**src/rtl/core/ipv4dq_pkg.sv**
```systemverilog
// ----------------------------------------------------------------------------
// ipv4dq_pkg
// Types and constants shared by the dotted-quad IPv4 address parser.
// ----------------------------------------------------------------------------
package ipv4dq_pkg;

  // Character codes and limits
  localparam logic [7:0] DotChar    = 8'h2E;
  localparam logic [7:0] DigitZero  = 8'h30;
  localparam logic [7:0] DigitNine  = 8'h39;
  localparam logic [8:0] OctetLimit = 9'd256;

  // Result status codes
  typedef enum logic [1:0] {
    StOk       = 2'd0,
    StBadChar  = 2'd1,
    StOverflow = 2'd2
  } status_e;

  // One input item: a character and its start-of-string flag
  typedef struct packed {
    logic [7:0] ch;
    logic       first;
  } in_item_t;

  // One result item
  typedef struct packed {
    logic [31:0] address;
    status_e     status;
  } out_item_t;

endpackage

```
**src/rtl/core/ipv4_dotted_quad_parser_top.sv**
```systemverilog
// ----------------------------------------------------------------------------
// ipv4_dotted_quad_parser_top
// Character-serial dotted-decimal IPv4 address parser.
// ----------------------------------------------------------------------------
// The block takes one ASCII character per cycle, with first marking the start
// of a string and the terminating NUL sent as an ordinary character. Each
// string yields exactly one result: the 32-bit address with status ok, or a
// zero address with status bad character or octet above 255. Characters after
// a result, and all characters before the first start flag after reset, are
// dropped. Throughput is one character per cycle: the parse state is updated
// in the cycle the character is taken, and a result sits in the output
// register in the cycle after. The input stalls only while the output
// register holds a result that the receiver is stalling.
module ipv4_dotted_quad_parser_top (
  input  logic                  clk_i,
  input  logic                  rst_ni,
  input  logic                  in_valid_i,
  output logic                  in_stall_o,
  input  ipv4dq_pkg::in_item_t  in_item_i,
  output logic                  out_valid_o,
  input  logic                  out_stall_i,
  output ipv4dq_pkg::out_item_t out_item_o
);
  import ipv4dq_pkg::*;

  // Parse state
  logic [1:0]  field_index_q, field_index_d;
  logic [8:0]  octet_accum_q, octet_accum_d;
  logic [23:0] partial_q, partial_d;
  logic        finished_q, finished_d;

  // Output register
  logic        out_valid_q;
  out_item_t   out_item_q;

  logic        in_accept;
  logic        res_valid;
  out_item_t   res_item;

  // Start-of-string view of the state
  logic [1:0]  fi_eff;
  logic [8:0]  acc_eff;
  logic [23:0] pv_eff;
  logic        fin_eff;
  logic        is_digit;
  logic [11:0] acc_next;

  assign in_stall_o = out_valid_q && out_stall_i;
  assign in_accept  = in_valid_i && !in_stall_o;

  // Parse step
  always_comb begin
    fi_eff   = in_item_i.first ? 2'd0  : field_index_q;
    acc_eff  = in_item_i.first ? 9'd0  : octet_accum_q;
    pv_eff   = in_item_i.first ? 24'd0 : partial_q;
    fin_eff  = in_item_i.first ? 1'b0  : finished_q;
    is_digit = in_item_i.ch inside {[DigitZero:DigitNine]};
    // acc * 10 + digit, acc is at most 256
    acc_next = {acc_eff, 3'b000} + {2'b00, acc_eff, 1'b0}
             + {8'd0, in_item_i.ch[3:0]};

    field_index_d    = fi_eff;
    octet_accum_d    = acc_eff;
    partial_d        = pv_eff;
    finished_d       = fin_eff;
    res_valid        = 1'b0;
    res_item.address = '0;
    res_item.status  = StOk;

    if (!fin_eff) begin
      if (is_digit) begin
        octet_accum_d = (acc_next > {3'b000, OctetLimit}) ? OctetLimit : acc_next[8:0];
      end else if (fi_eff != 2'd3 && in_item_i.ch != DotChar) begin
        res_valid       = 1'b1;
        res_item.status = StBadChar;
        finished_d      = 1'b1;
      end else if (acc_eff >= OctetLimit) begin
        res_valid       = 1'b1;
        res_item.status = StOverflow;
        finished_d      = 1'b1;
      end else if (fi_eff == 2'd3) begin
        res_valid        = 1'b1;
        res_item.address = {pv_eff, acc_eff[7:0]};
        finished_d       = 1'b1;
      end else begin
        // end of fields 0 to 2
        partial_d     = {pv_eff[15:0], acc_eff[7:0]};
        field_index_d = fi_eff + 2'd1;
        octet_accum_d = '0;
      end
    end
  end

  // State registers
  always_ff @(posedge clk_i or negedge rst_ni) begin
    if (!rst_ni) begin
      field_index_q <= '0;
      octet_accum_q <= '0;
      partial_q     <= '0;
      finished_q    <= 1'b1;
    end else if (in_accept) begin
      field_index_q <= field_index_d;
      octet_accum_q <= octet_accum_d;
      partial_q     <= partial_d;
      finished_q    <= finished_d;
    end
  end

  // Output valid
  always_ff @(posedge clk_i or negedge rst_ni) begin
    if (!rst_ni) begin
      out_valid_q <= 1'b0;
    end else if (in_accept && res_valid) begin
      out_valid_q <= 1'b1;
    end else if (!out_stall_i) begin
      out_valid_q <= 1'b0;
    end
  end

  // Output payload
  always_ff @(posedge clk_i) begin
    if (in_accept && res_valid) begin
      out_item_q <= res_item;
    end
  end

  assign out_valid_o = out_valid_q;
  assign out_item_o  = out_item_q;

`ifndef ASSERT_OFF
  // An error result always carries a zero address
  a_err_zero_addr: assert property (@(posedge clk_i) disable iff (!rst_ni)
    out_valid_q && out_item_q.status != StOk |-> out_item_q.address == '0)
    else $error("error result with nonzero address");

  // A result closes the parse until the next start flag
  a_result_finishes: assert property (@(posedge clk_i) disable iff (!rst_ni)
    in_accept && res_valid |=> finished_q && out_valid_q)
    else $error("result did not close the parse");

  // The accumulator never exceeds its saturation value
  a_accum_bound: assert property (@(posedge clk_i) disable iff (!rst_ni)
    !finished_q |-> octet_accum_q <= OctetLimit)
    else $error("octet accumulator above saturation");
`endif

endmodule

```
**config.mk**
```make
export PLATFORM = sky130hd
export DESIGN_NAME = ipv4_dotted_quad_parser_top
export DESIGN_NICKNAME = d
export VERILOG_FILES = /design/src/rtl/core/ipv4dq_pkg.sv /design/src/rtl/core/ipv4_dotted_quad_parser_top.sv
export SDC_FILE = /design/constraint.sdc
export NUM_CORES = 1
export LEC_CHECK = 0
export BUFFER_PORTS_ARGS = -buffer_cell sky130_fd_sc_hd__buf_2
export CORE_UTILIZATION = 40
export CTS_CLUSTER_DIAMETER = 100
export DETAILED_ROUTE_END_ITERATION = 7
export PLACE_DENSITY = 0.7
export SLEW_MARGIN = 20
export SYNTH_ARGS = -nofsm -noshare
export SYNTH_HDL_FRONTEND = slang
export SYNTH_SLANG_ARGS = --single-unit
```
**constraint.sdc**
```tcl
create_clock -name clk_i -period 3.1 [get_ports clk_i]
set_input_delay 0 -clock clk_i [delete_from_list [all_inputs] [get_ports clk_i]]
set_output_delay 0 -clock clk_i [all_outputs]
set_load 0.005 [all_outputs]
```
==> impl_metrics.csv, run 1 <==
group,metric,value,unit
power,p_clk_share,41.7,%
route,met3_length,260,microns
route,met2_length,3720,microns
cts,cts.clk_slew.worst_paths,0.07,ns
route,wire_per_inst,15.1,microns
min_path,hold_path_class,"input port to flip-flop",
synthesis,synth_area,3710,sq um
timing,hold_viol_final,0,
route,drt-pass1-iter-count,6,
timing,slew_headroom,37.9,%
synthesis,ys.flop_type,"dfrtp_1",
timing,rsz0062_at_grt,"yes",
critical_path,cp-end-kind,"flip-flop",
route,drt_wl_total,7640,microns
global_route,antenna_found_initial,0,
synthesis,synth-seq-area-share,52.5,%
final_layout,utilization,49.1,%
final_layout,drive_gt1_share,20.8,%
cts,cts.sinks,71,
global_route,overflow,0,
global_route,grt.total_usage,17.0,%
cts,tritoncts,"built",
synthesis,synth_area_per_cell,10.8,sq um
synthesis,yosysTopAreaCell,"edfxtp_1",
cts,root_buffer,"clkbuf_8",
global_route,grt_max_degree,38,
cts,htreeDepth,3,
final_layout,area_growth,17.1,%
power,ir_drop,0.000208,V
run,max_cap_violations,0,
power,p_int,1.66,mW
critical_path,path_cells,"nor2b_2 > xor2_1 > ha_1 > inv_1 > fa_1 > nor2b_1 > o2111a_1 > o31a_1 > and4bb_2 > and3_1 > a32o_1",
placement,gp_congestion,0.806,
timing,slew_viol_final,0,
power,total_power,2.15,mW
synthesis,synthTopCellsByCount,"nand2_1 (37), dfrtp_1 (36), edfxtp_1 (34), and2_1 (33), a22oi_1 (23)",
power,power_frac_comb,8.8,%
timing,setup_viol,0,
synthesis,syn_nets,375,
die,die-area,9660,sq um
critical_path,path_delay_family,"simple AND/OR/NAND/NOR gates",
global_route,grt_pass1_vias,2710,
synthesis,ys_ff_latch,71,
route,ant_nets,0,
route,drc,0,
timing,clock_skew,0.00849,ns
die,fp.coreArea,8850,sq um
timing,finalCriticalPeriod,2.93,ns
die,die_x,98.3,microns
die,rows,34,
synthesis,yosysTopAreaCellShare,27.5,%
critical_path,crit_type,"flip-flop to flip-flop",
placement,port_buffers,48,
route,detail_route.iter0.violations,134,
power,powerDensity,494,nW/um^2
synthesis,synthCells,343,
synthesis,yosysMostFrequentCell,"nand2_1",
cts,clockBufferDepth,2,
final_layout,nets,426,
timing,clock.fmax,0.342,GHz
timing,setup_total_negative_slack,0,ns
placement,dpl-instance-area,4040,sq um
synthesis,synth-edff-count,34,
synthesis,synthArstFlopShare,52.1,%
timing,worst_slew_pin_slew,0.929,ns
power,seqPwrFrac,49.6,%
final_layout,fillCellCount,793,
synthesis,yosys_warnings,0,
synthesis,synth.distinct_cells,53,
critical_path,worst_ep_arrival_time,3.16,ns
power,p_leak,1.85,nW
critical_path,path_buf_inv,1,
power,p_sw,0.485,mW
critical_path,cpPeakStageDelay,0.46,ns
power,p_sw_share,22.6,%
critical_path,regToRegSetupSlack,0.17,ns
route,drt-met1-wl,3430,microns
final_layout,fin_area,4340,sq um
placement,dpl.hpwl,5470,microns
run_status,status,"finished, final reports clean",
critical_path,start_kind,"flip-flop",
final_layout,diodes,0,
synthesis,yosys-top-cells-area,"edfxtp_1 (28%), dfrtp_1 (24%), ha_1 (6.1%), and2_1 (5.6%), a22oi_1 (4.7%)",
cts,clkLatencyLatePin,0.35,ns
die,die_h,98.3,microns
global_route,grt_pass1_wl,13000,microns
die,start_util,41.9,%
route,highest_layer,"met4",
cts,cts_buffers,9,
die,io_pins,49,
critical_path,cp.required,3.33,ns
route,viasPerCell,5.49,
critical_path,cp_max_fo,4,
timing,final.period_utilization,94.4,%
route,vias,2783,
critical_path,crit_slowest_cell,"fa_1",
placed cells by master (no fill, tap or decap), types with 10 or more instances in the layout:
master and count:
nor2b_1 11, inv_1 12, a21oi_1 11, buf_2 48, dfrtp_1 36, nand2_1 37
and2_1 33, o21ai_0 18, a22oi_1 23, ha_1 17, o21ai_1 19, clkbuf_8 10
edfxtp_1 34
power groups by stage:
stage | Clock, mW | Sequential [mW] | Combinational (mW)
after floorplan | 0 | 1.08 | 0.102
after global placement | 0 | 1.08 | 0.179
after detailed placement | 0 | 1.08 | 0.184
after CTS | 0.904 | 1.06 | 0.187
after global routing | 0.951 | 1.07 | 0.210
final | 0.894 | 1.06 | 0.188
path summary, 6_finish.rpt:
check	cells past startpoint	endpoint	start
setup / recovery	11	octet_accum_q[7]	octet_accum_q[0]
max in group asynchronous	2	partial_q[6]	rst_ni
hold / removal	3	field_index_q[1]	in_valid_i
setup reg to reg	11	octet_accum_q[7]	octet_accum_q[0]
hold reg to reg	1	partial_q[20]	partial_q[20]
min in group asynchronous	2	partial_q[1]	rst_ni
routing by layer:
layer | up-vias | track usage, %
li1 | 1356 | -
met1 | 1345 | 21.2
met3 | 17 | 4.22
met2 | 65 | 28.4
met5 | - | 0
met4 | 0 | 7.12
cells by family after synthesis:
logic type	synth area share [%]
AND/OR/NAND/NOR	17.7
AO/OA/AOI/OAI	17.8
flip-flops	52.5
buffers and inverters	3.75
adder cells (fa/ha/maj)	6.62
XOR/XNOR	1.65
through the flow:
stage                     hold WS, ns  std cells  setup WS, ns
final                          0.0258        507         0.173
after global routing           0.0356        507       -0.0331
after CTS                      0.0199        507         0.128
after detailed placement        0.141        488         0.148
after global placement          0.136        488         0.229
after floorplan                -0.296        343         0.322
layout make-up:
| cell class | instances | area, sq um | share of cell area (%) |
|---|---|---|---|
| sequential | 71 | 1950 | 44.9 |
| clock buffer | 10 | 138 | 3.17 |
| timing repair buffer | 56 | 308 | 7.09 |
| clock inverter | 6 | 108 | 2.48 |
| inverter | 12 | 45.0 | 1.04 |
| multi-input combinational | 244 | 1660 | 38.2 |
| tap | 108 | 135 | 3.11 |
state kept, by name, indices dropped and copies added (netlist names):
signal	flops
partial_q	24
finished_q	1
out_item_o	34
field_index_q	2
out_valid_o	1
octet_accum_q	9
worst register-to-register path, stage by stage, from the launching register on:
cell,delay [ns]
dfrtp_1,0.40
nor2b_2,0.18
xor2_1,0.16
ha_1,0.30
inv_1,0.06
fa_1,0.46
nor2b_1,0.18
o2111a_1,0.23
o31a_1,0.14
and4bb_2,0.27
and3_1,0.17
a32o_1,0.25
what timing repair did:
item | in CTS | in global routing
hold buffers | 3 | 0
gates resized for setup | 0 | 6
buffers inserted | 0 | 0
hold endpoints to repair | 38 | 0
endpoints found under the setup margin | 0 | 8
Power figures use the tool's default switching activity.
==> inputs of run 2 (changes only) <==
--- a/config.mk
+++ b/config.mk
@@ -6,9 +6,9 @@
 export NUM_CORES = 1
 export LEC_CHECK = 0
-export BUFFER_PORTS_ARGS = -buffer_cell sky130_fd_sc_hd__buf_2
 export CORE_UTILIZATION = 40
 export CTS_CLUSTER_DIAMETER = 100
 export DETAILED_ROUTE_END_ITERATION = 7
-export PLACE_DENSITY = 0.7
+export DONT_BUFFER_PORTS = 1
+export PLACE_DENSITY = 0.65
 export SLEW_MARGIN = 20
 export SYNTH_ARGS = -nofsm -noshare
==> constraint.sdc (replaced) <==
create_clock -name clk_i -period 3.1 [get_ports clk_i]
set_input_delay 0.93 -clock clk_i [delete_from_list [all_inputs] [get_ports clk_i]]
set_output_delay 0.93 -clock clk_i [all_outputs]
set_load 0.005 [all_outputs]
==> impl_metrics.csv, run 2 (same netlist as run 1, synthesis figures left out) <==
group,metric,value,unit
route,viasPerCell,5.59,
global_route,antenna_found_initial,0,
final_layout,largest_register_ffs,34,
critical_path,regToRegSetupSlack,0.26,ns
die,die_x,98.3,microns
final_layout,utilization,48.2,%
timing,final.period_utilization,94.8,%
cts,root_buffer,"clkbuf_8",
cts,holdBufCountCts,0,
critical_path,path_buf_inv,1,
final_layout,layout_commonest_cell,"nand2_1",
die,die-area,9660,sq um
final_layout,final_cell_mix,"nand2_1 (37), dfrtp_1 (36), edfxtp_1 (34)",
route,vias,2639,
power,ir_drop,0.000188,V
critical_path,worst_ep_arrival_time,3.15,ns
cts,post_cts_buffers,0,
cts,cts.sinks,71,
critical_path,path_common_cell,"nor2b_4",
power,p_leak,1.67,nW
timing,hold_viol_final,0,
final_layout,area_growth,15.0,%
cts,htreeDepth,3,
final_layout,nets,391,
run_status,violations,"design-rule violations",
min_path,hold_path_class,"input port to asynchronous set/reset pin",
placement,dpl.hpwl,5320,microns
global_route,grt_pass1_vias,2546,
route,met2_length,3640,microns
placement,gp_congestion,0.764,
timing,rsz0062_at_grt,"no",
critical_path,crit_type,"input port to flip-flop",
timing,clock.fmax,0.340,GHz
cts,clockBufferDepth,2,
critical_path,r2r_cells,11,
global_route,grt.total_usage,16.6,%
timing,clock_skew,0.0132,ns
critical_path,start_kind,"input port",
cts,cts.clk_slew.worst_paths,0.08,ns
critical_path,path_cells,"nor2b_4 > xor2_1 > ha_2 > inv_2 > fa_2 > nor2b_4 > o2111a_1 > o31ai_1 > a21oi_1 > and3_1 > a32o_1",
die,io_pins,49,
route,met3_length,280,microns
cts,ctsResizeCount,0,
cts,cts_buffers,9,
global_route,grt_pass1_wl,12600,microns
timing,holdWs,0.279,ns
global_route,grt_max_degree,41,
timing,worst_slew_pin_slew,0.931,ns
route,drc,9,
die,rows,34,
critical_path,cp-end-kind,"flip-flop",
final_layout,drive_gt1_share,18.4,%
die,fp.coreArea,8850,sq um
run_status,status,"complete, but fails checks",
route,highest_layer,"met4",
cts,clkLatencyLatePin,0.34,ns
timing,finalCriticalPeriod,2.94,ns
critical_path,cp.required,3.32,ns
final_layout,fin_cells,472,
global_route,overflow,0,
timing,slew_viol_final,0,
die,die_h,98.3,microns
route,drt_wl_total,7580,microns
die,start_util,41.9,%
route,wire_per_inst,16.1,microns
power,powerDensity,438,nW/um^2
cts,tritoncts,"built",
route,ant_nets,0,
critical_path,path_delay_family,"compound AO/OA/AOI/OAI gates",
route,drt-met1-wl,3470,microns
route,detail_route.iter0.violations,222,
critical_path,cpPeakStageDelay,0.36,ns
route,drt-pass1-iter-count,8,
final_layout,diodes,0,
timing,slew_headroom,37.8,%
timing,setup_viol,0,
critical_path,crit_slowest_cell,"o31ai_1",
critical_path,reg2reg_from,"octet_accum_q[1]",
critical_path,rr_endpoint,"octet_accum_q[2]",
critical_path,cp_max_fo,40,
placement,port_buffers,0,
run,max_cap_violations,0,
placement,placed_cells,456,
run 2: cell count changes in the layout (fill, tap and decap cells not counted), moves of 3 or more:
cell | before | now
buf_2 | 48 | 0
buf_4 | 5 | 21
o21ai_0 | 18 | 10
o21ai_1 | 19 | 27
nor2b_4 | 0 | 7
ha_1 | 17 | 11
ha_4 | 0 | 5
nor2b_1 | 11 | 6
bufinv_16 | 3 | 0
dlygate4sd3_1 | 3 | 0
run 2: how the worst max path moves through the flow:
stage,startpoint,end,cells past startpoint
after floorplan,in_item_i[0],octet_accum_q[0],12
after global placement,in_item_i[0],octet_accum_q[0],11
after detailed placement,in_item_i[0],octet_accum_q[1],11
after CTS,in_item_i[0],octet_accum_q[2],11
after global routing,in_item_i[0],octet_accum_q[2],10
final,in_item_i[0],octet_accum_q[7],11
run 2: where the power goes:
part	internal, mW	switching, mW
logic	0.0647	0.0903
registers	1.04	0.0362
clock network	0.311	0.330
run 2: per-layer routing:
layer  global-route usage [%]  vias up
met4                     8.73        0
li1                         -     1284
met2                     27.1       70
met3                     2.29       11
met5                        0        -
met1                     21.5     1274
run 2: cell type report:
cell class              count  area, sq um
clock buffers              11          141
clock inverters             5         33.8
fillers                   805         4590
inverters                  12         45.0
multi-input cells         244         1800
flip-flops and latches     71         1950
well taps                 108          135
repair buffers             21          158
run 2: through the flow:
stage                     power, mW  TNS [ns]  setup WS, ns  area (sq um)
after floorplan                1.21    -0.870        -0.124          3920
after global placement         1.24    -0.666       -0.0990          4080
after detailed placement       1.25     -1.02        -0.155          4080
after CTS                      1.88         0         0.186          4250
after global routing           1.94         0        0.0413          4260
final                          1.87         0         0.162          4260
==> inputs of run 3 (changes only) <==
Settings changed: CORE_UTILIZATION 40 to 63, PLACE_DENSITY 0.65 to 0.9, REMOVE_ABC_BUFFERS set to 1.
==> impl_metrics.csv, run 3 (same netlist as run 1, synthesis figures left out) <==
group,metric,value,unit
run_status,status,"finished, final reports clean",
cts,htreeDepth,3,
timing,slew_headroom,35.8,%
cts,tritoncts,"built",
critical_path,start_kind,"input port",
timing,slew_viol_final,0,
final_layout,fillCellCount,357,
cts,root_buffer,"clkbuf_8",
final_layout,fin_area,4190,sq um
timing,finalCriticalPeriod,3.03,ns
route,vias,2723,
run,max_cap_violations,0,
placement,dpl.hpwl,5250,microns
placement,gp_congestion,0.846,
route,wire_per_inst,17.4,microns
die,die-area,6200,sq um
power,total_power,2.01,mW
min_path,hold_path_class,"input port to asynchronous set/reset pin",
global_route,grt_pass1_vias,2593,
route,drc,0,
timing,setup_total_negative_slack,0,ns
final_layout,diodes,0,
timing,worst_slew_pin_slew,0.961,ns
cts,cts.sinks,71,
final_layout,nets,399,
die,die_x,78.7,microns
die,die_h,78.7,microns
timing,setup_viol,0,
critical_path,r2r_cells,9,
timing,clock.fmax,0.330,GHz
critical_path,crit_type,"input port to flip-flop",
cts,clkLatencyLatePin,0.34,ns
global_route,antenna_found_initial,0,
final_layout,largest_register_ffs,34,
critical_path,worst_ep_arrival_time,3.26,ns
final_layout,utilization,75.2,%
timing,clock_skew,0.00706,ns
cts,cts.clk_slew.worst_paths,0.08,ns
global_route,grt_pass1_wl,12400,microns
route,drt_wl_total,7730,microns
global_route,grt.total_usage,26.6,%
route,detail_route.iter0.violations,197,
cts,cts_buffers,9,
global_route,overflow,0,
final_layout,layout_commonest_cell,"nand2_1",
power,powerDensity,480,nW/um^2
final_layout,area_growth,13.1,%
critical_path,rr_endpoint,"octet_accum_q[8]",
cts,clockBufferDepth,2,
die,start_util,66.5,%
timing,final.period_utilization,97.9,%
critical_path,cp.required,3.33,ns
global_route,grt_max_degree,41,
route,viasPerCell,6.13,
critical_path,cp-end-kind,"flip-flop",
critical_path,regToRegSetupSlack,0.20,ns
placement,port_buffers,0,
die,fp.coreArea,5570,sq um
power,p_leak,1.73,nW
final_layout,final_cell_mix,"nand2_1 (37), dfrtp_1 (36), edfxtp_1 (34)",
critical_path,reg2reg_from,"octet_accum_q[6]",
timing,hold_viol_final,0,
critical_path,cp_max_fo,40,
die,io_pins,49,
power,ir_drop,0.000434,V
placement,dpl-instance-area,3940,sq um
die,rows,27,
route,ant_nets,0,
final_layout,drive_gt1_share,16.1,%
cts,post_cts_buffers,0,
route,drt-pass1-iter-count,5,
[run 3: cell types whose count changed in the layout (fill, tap and decap cells not counted), sizes merged]
cell,before,now
bufinv,0,2
clkinvlp,2,1
clkbuf,11,10
buf,21,29
[run 3: cell type report]
cell class / instances / area, sq um / area share, %
Multi-Input combinational cell: 244 / 1680 / 40.0
Tap cell: 72 / 90.1 / 2.15
Clock buffer: 10 / 128 / 3.04
Inverter: 12 / 45.0 / 1.07
Timing Repair Buffer: 29 / 218 / 5.19
Sequential cell: 71 / 1950 / 46.5
Clock inverter: 6 / 85.1 / 2.03
[run 3: timing repair]
action / in CTS / in global routing
gates resized for setup: 4 / 10
pin swaps: 1 / 2
hold buffers: 0 / 0
setup endpoints to repair: 2 / 9
[run 3: worst max path at each step]
stage	slack [ns]	from	end
after floorplan	-0.23	in_item_i[0]	octet_accum_q[0]
after global placement	-0.24	in_item_i[0]	octet_accum_q[5]
after detailed placement	-0.38	in_item_i[0]	octet_accum_q[0]
after CTS	0.03	in_item_i[0]	octet_accum_q[3]
after global routing	-0.02	in_item_i[0]	octet_accum_q[8]
final	0.07	in_item_i[0]	octet_accum_q[8]
[run 3: metal layers]
metal / vias up / wire length (microns) / GRT usage, %
met1: 1319 / 3310 / 32.9
met3: 20 / 317 / 6.09
met4: 0 / 217 / 13.5
met2: 91 / 3880 / 43.9
met5: - / 0 / 0
li1: 1293 / - / -
[run 3: critical path, stage by stage]
cell and delay, ns:
nand2b_1 0.14, inv_1 0.09, ha_1 0.23, ha_2 0.39
nand2_1 0.07, a32o_1 0.27, a2111oi_2 0.42, and4bb_2 0.36
nand4_1 0.13, a22o_1 0.21
[run 3: where the power goes]
part           total (mW)  switching, mW  leakage [nW]  internal (mW)
Sequential           1.07         0.0353         0.835           1.04
Clock               0.789          0.338         0.104          0.450
Combinational       0.150         0.0891         0.795         0.0607
Total                2.01          0.463          1.73           1.55
[run 3: through the flow]
step	worst slack, ns	hold slack (ns)	instances
2_1_floorplan	-0.228	0.465	327
3_3_place_gp	-0.243	0.483	428
3_5_place_dp	-0.381	0.495	428
4_1_cts	0.0314	0.257	444
5_1_grt	-0.0244	0.254	444
6_report	0.0652	0.277	444
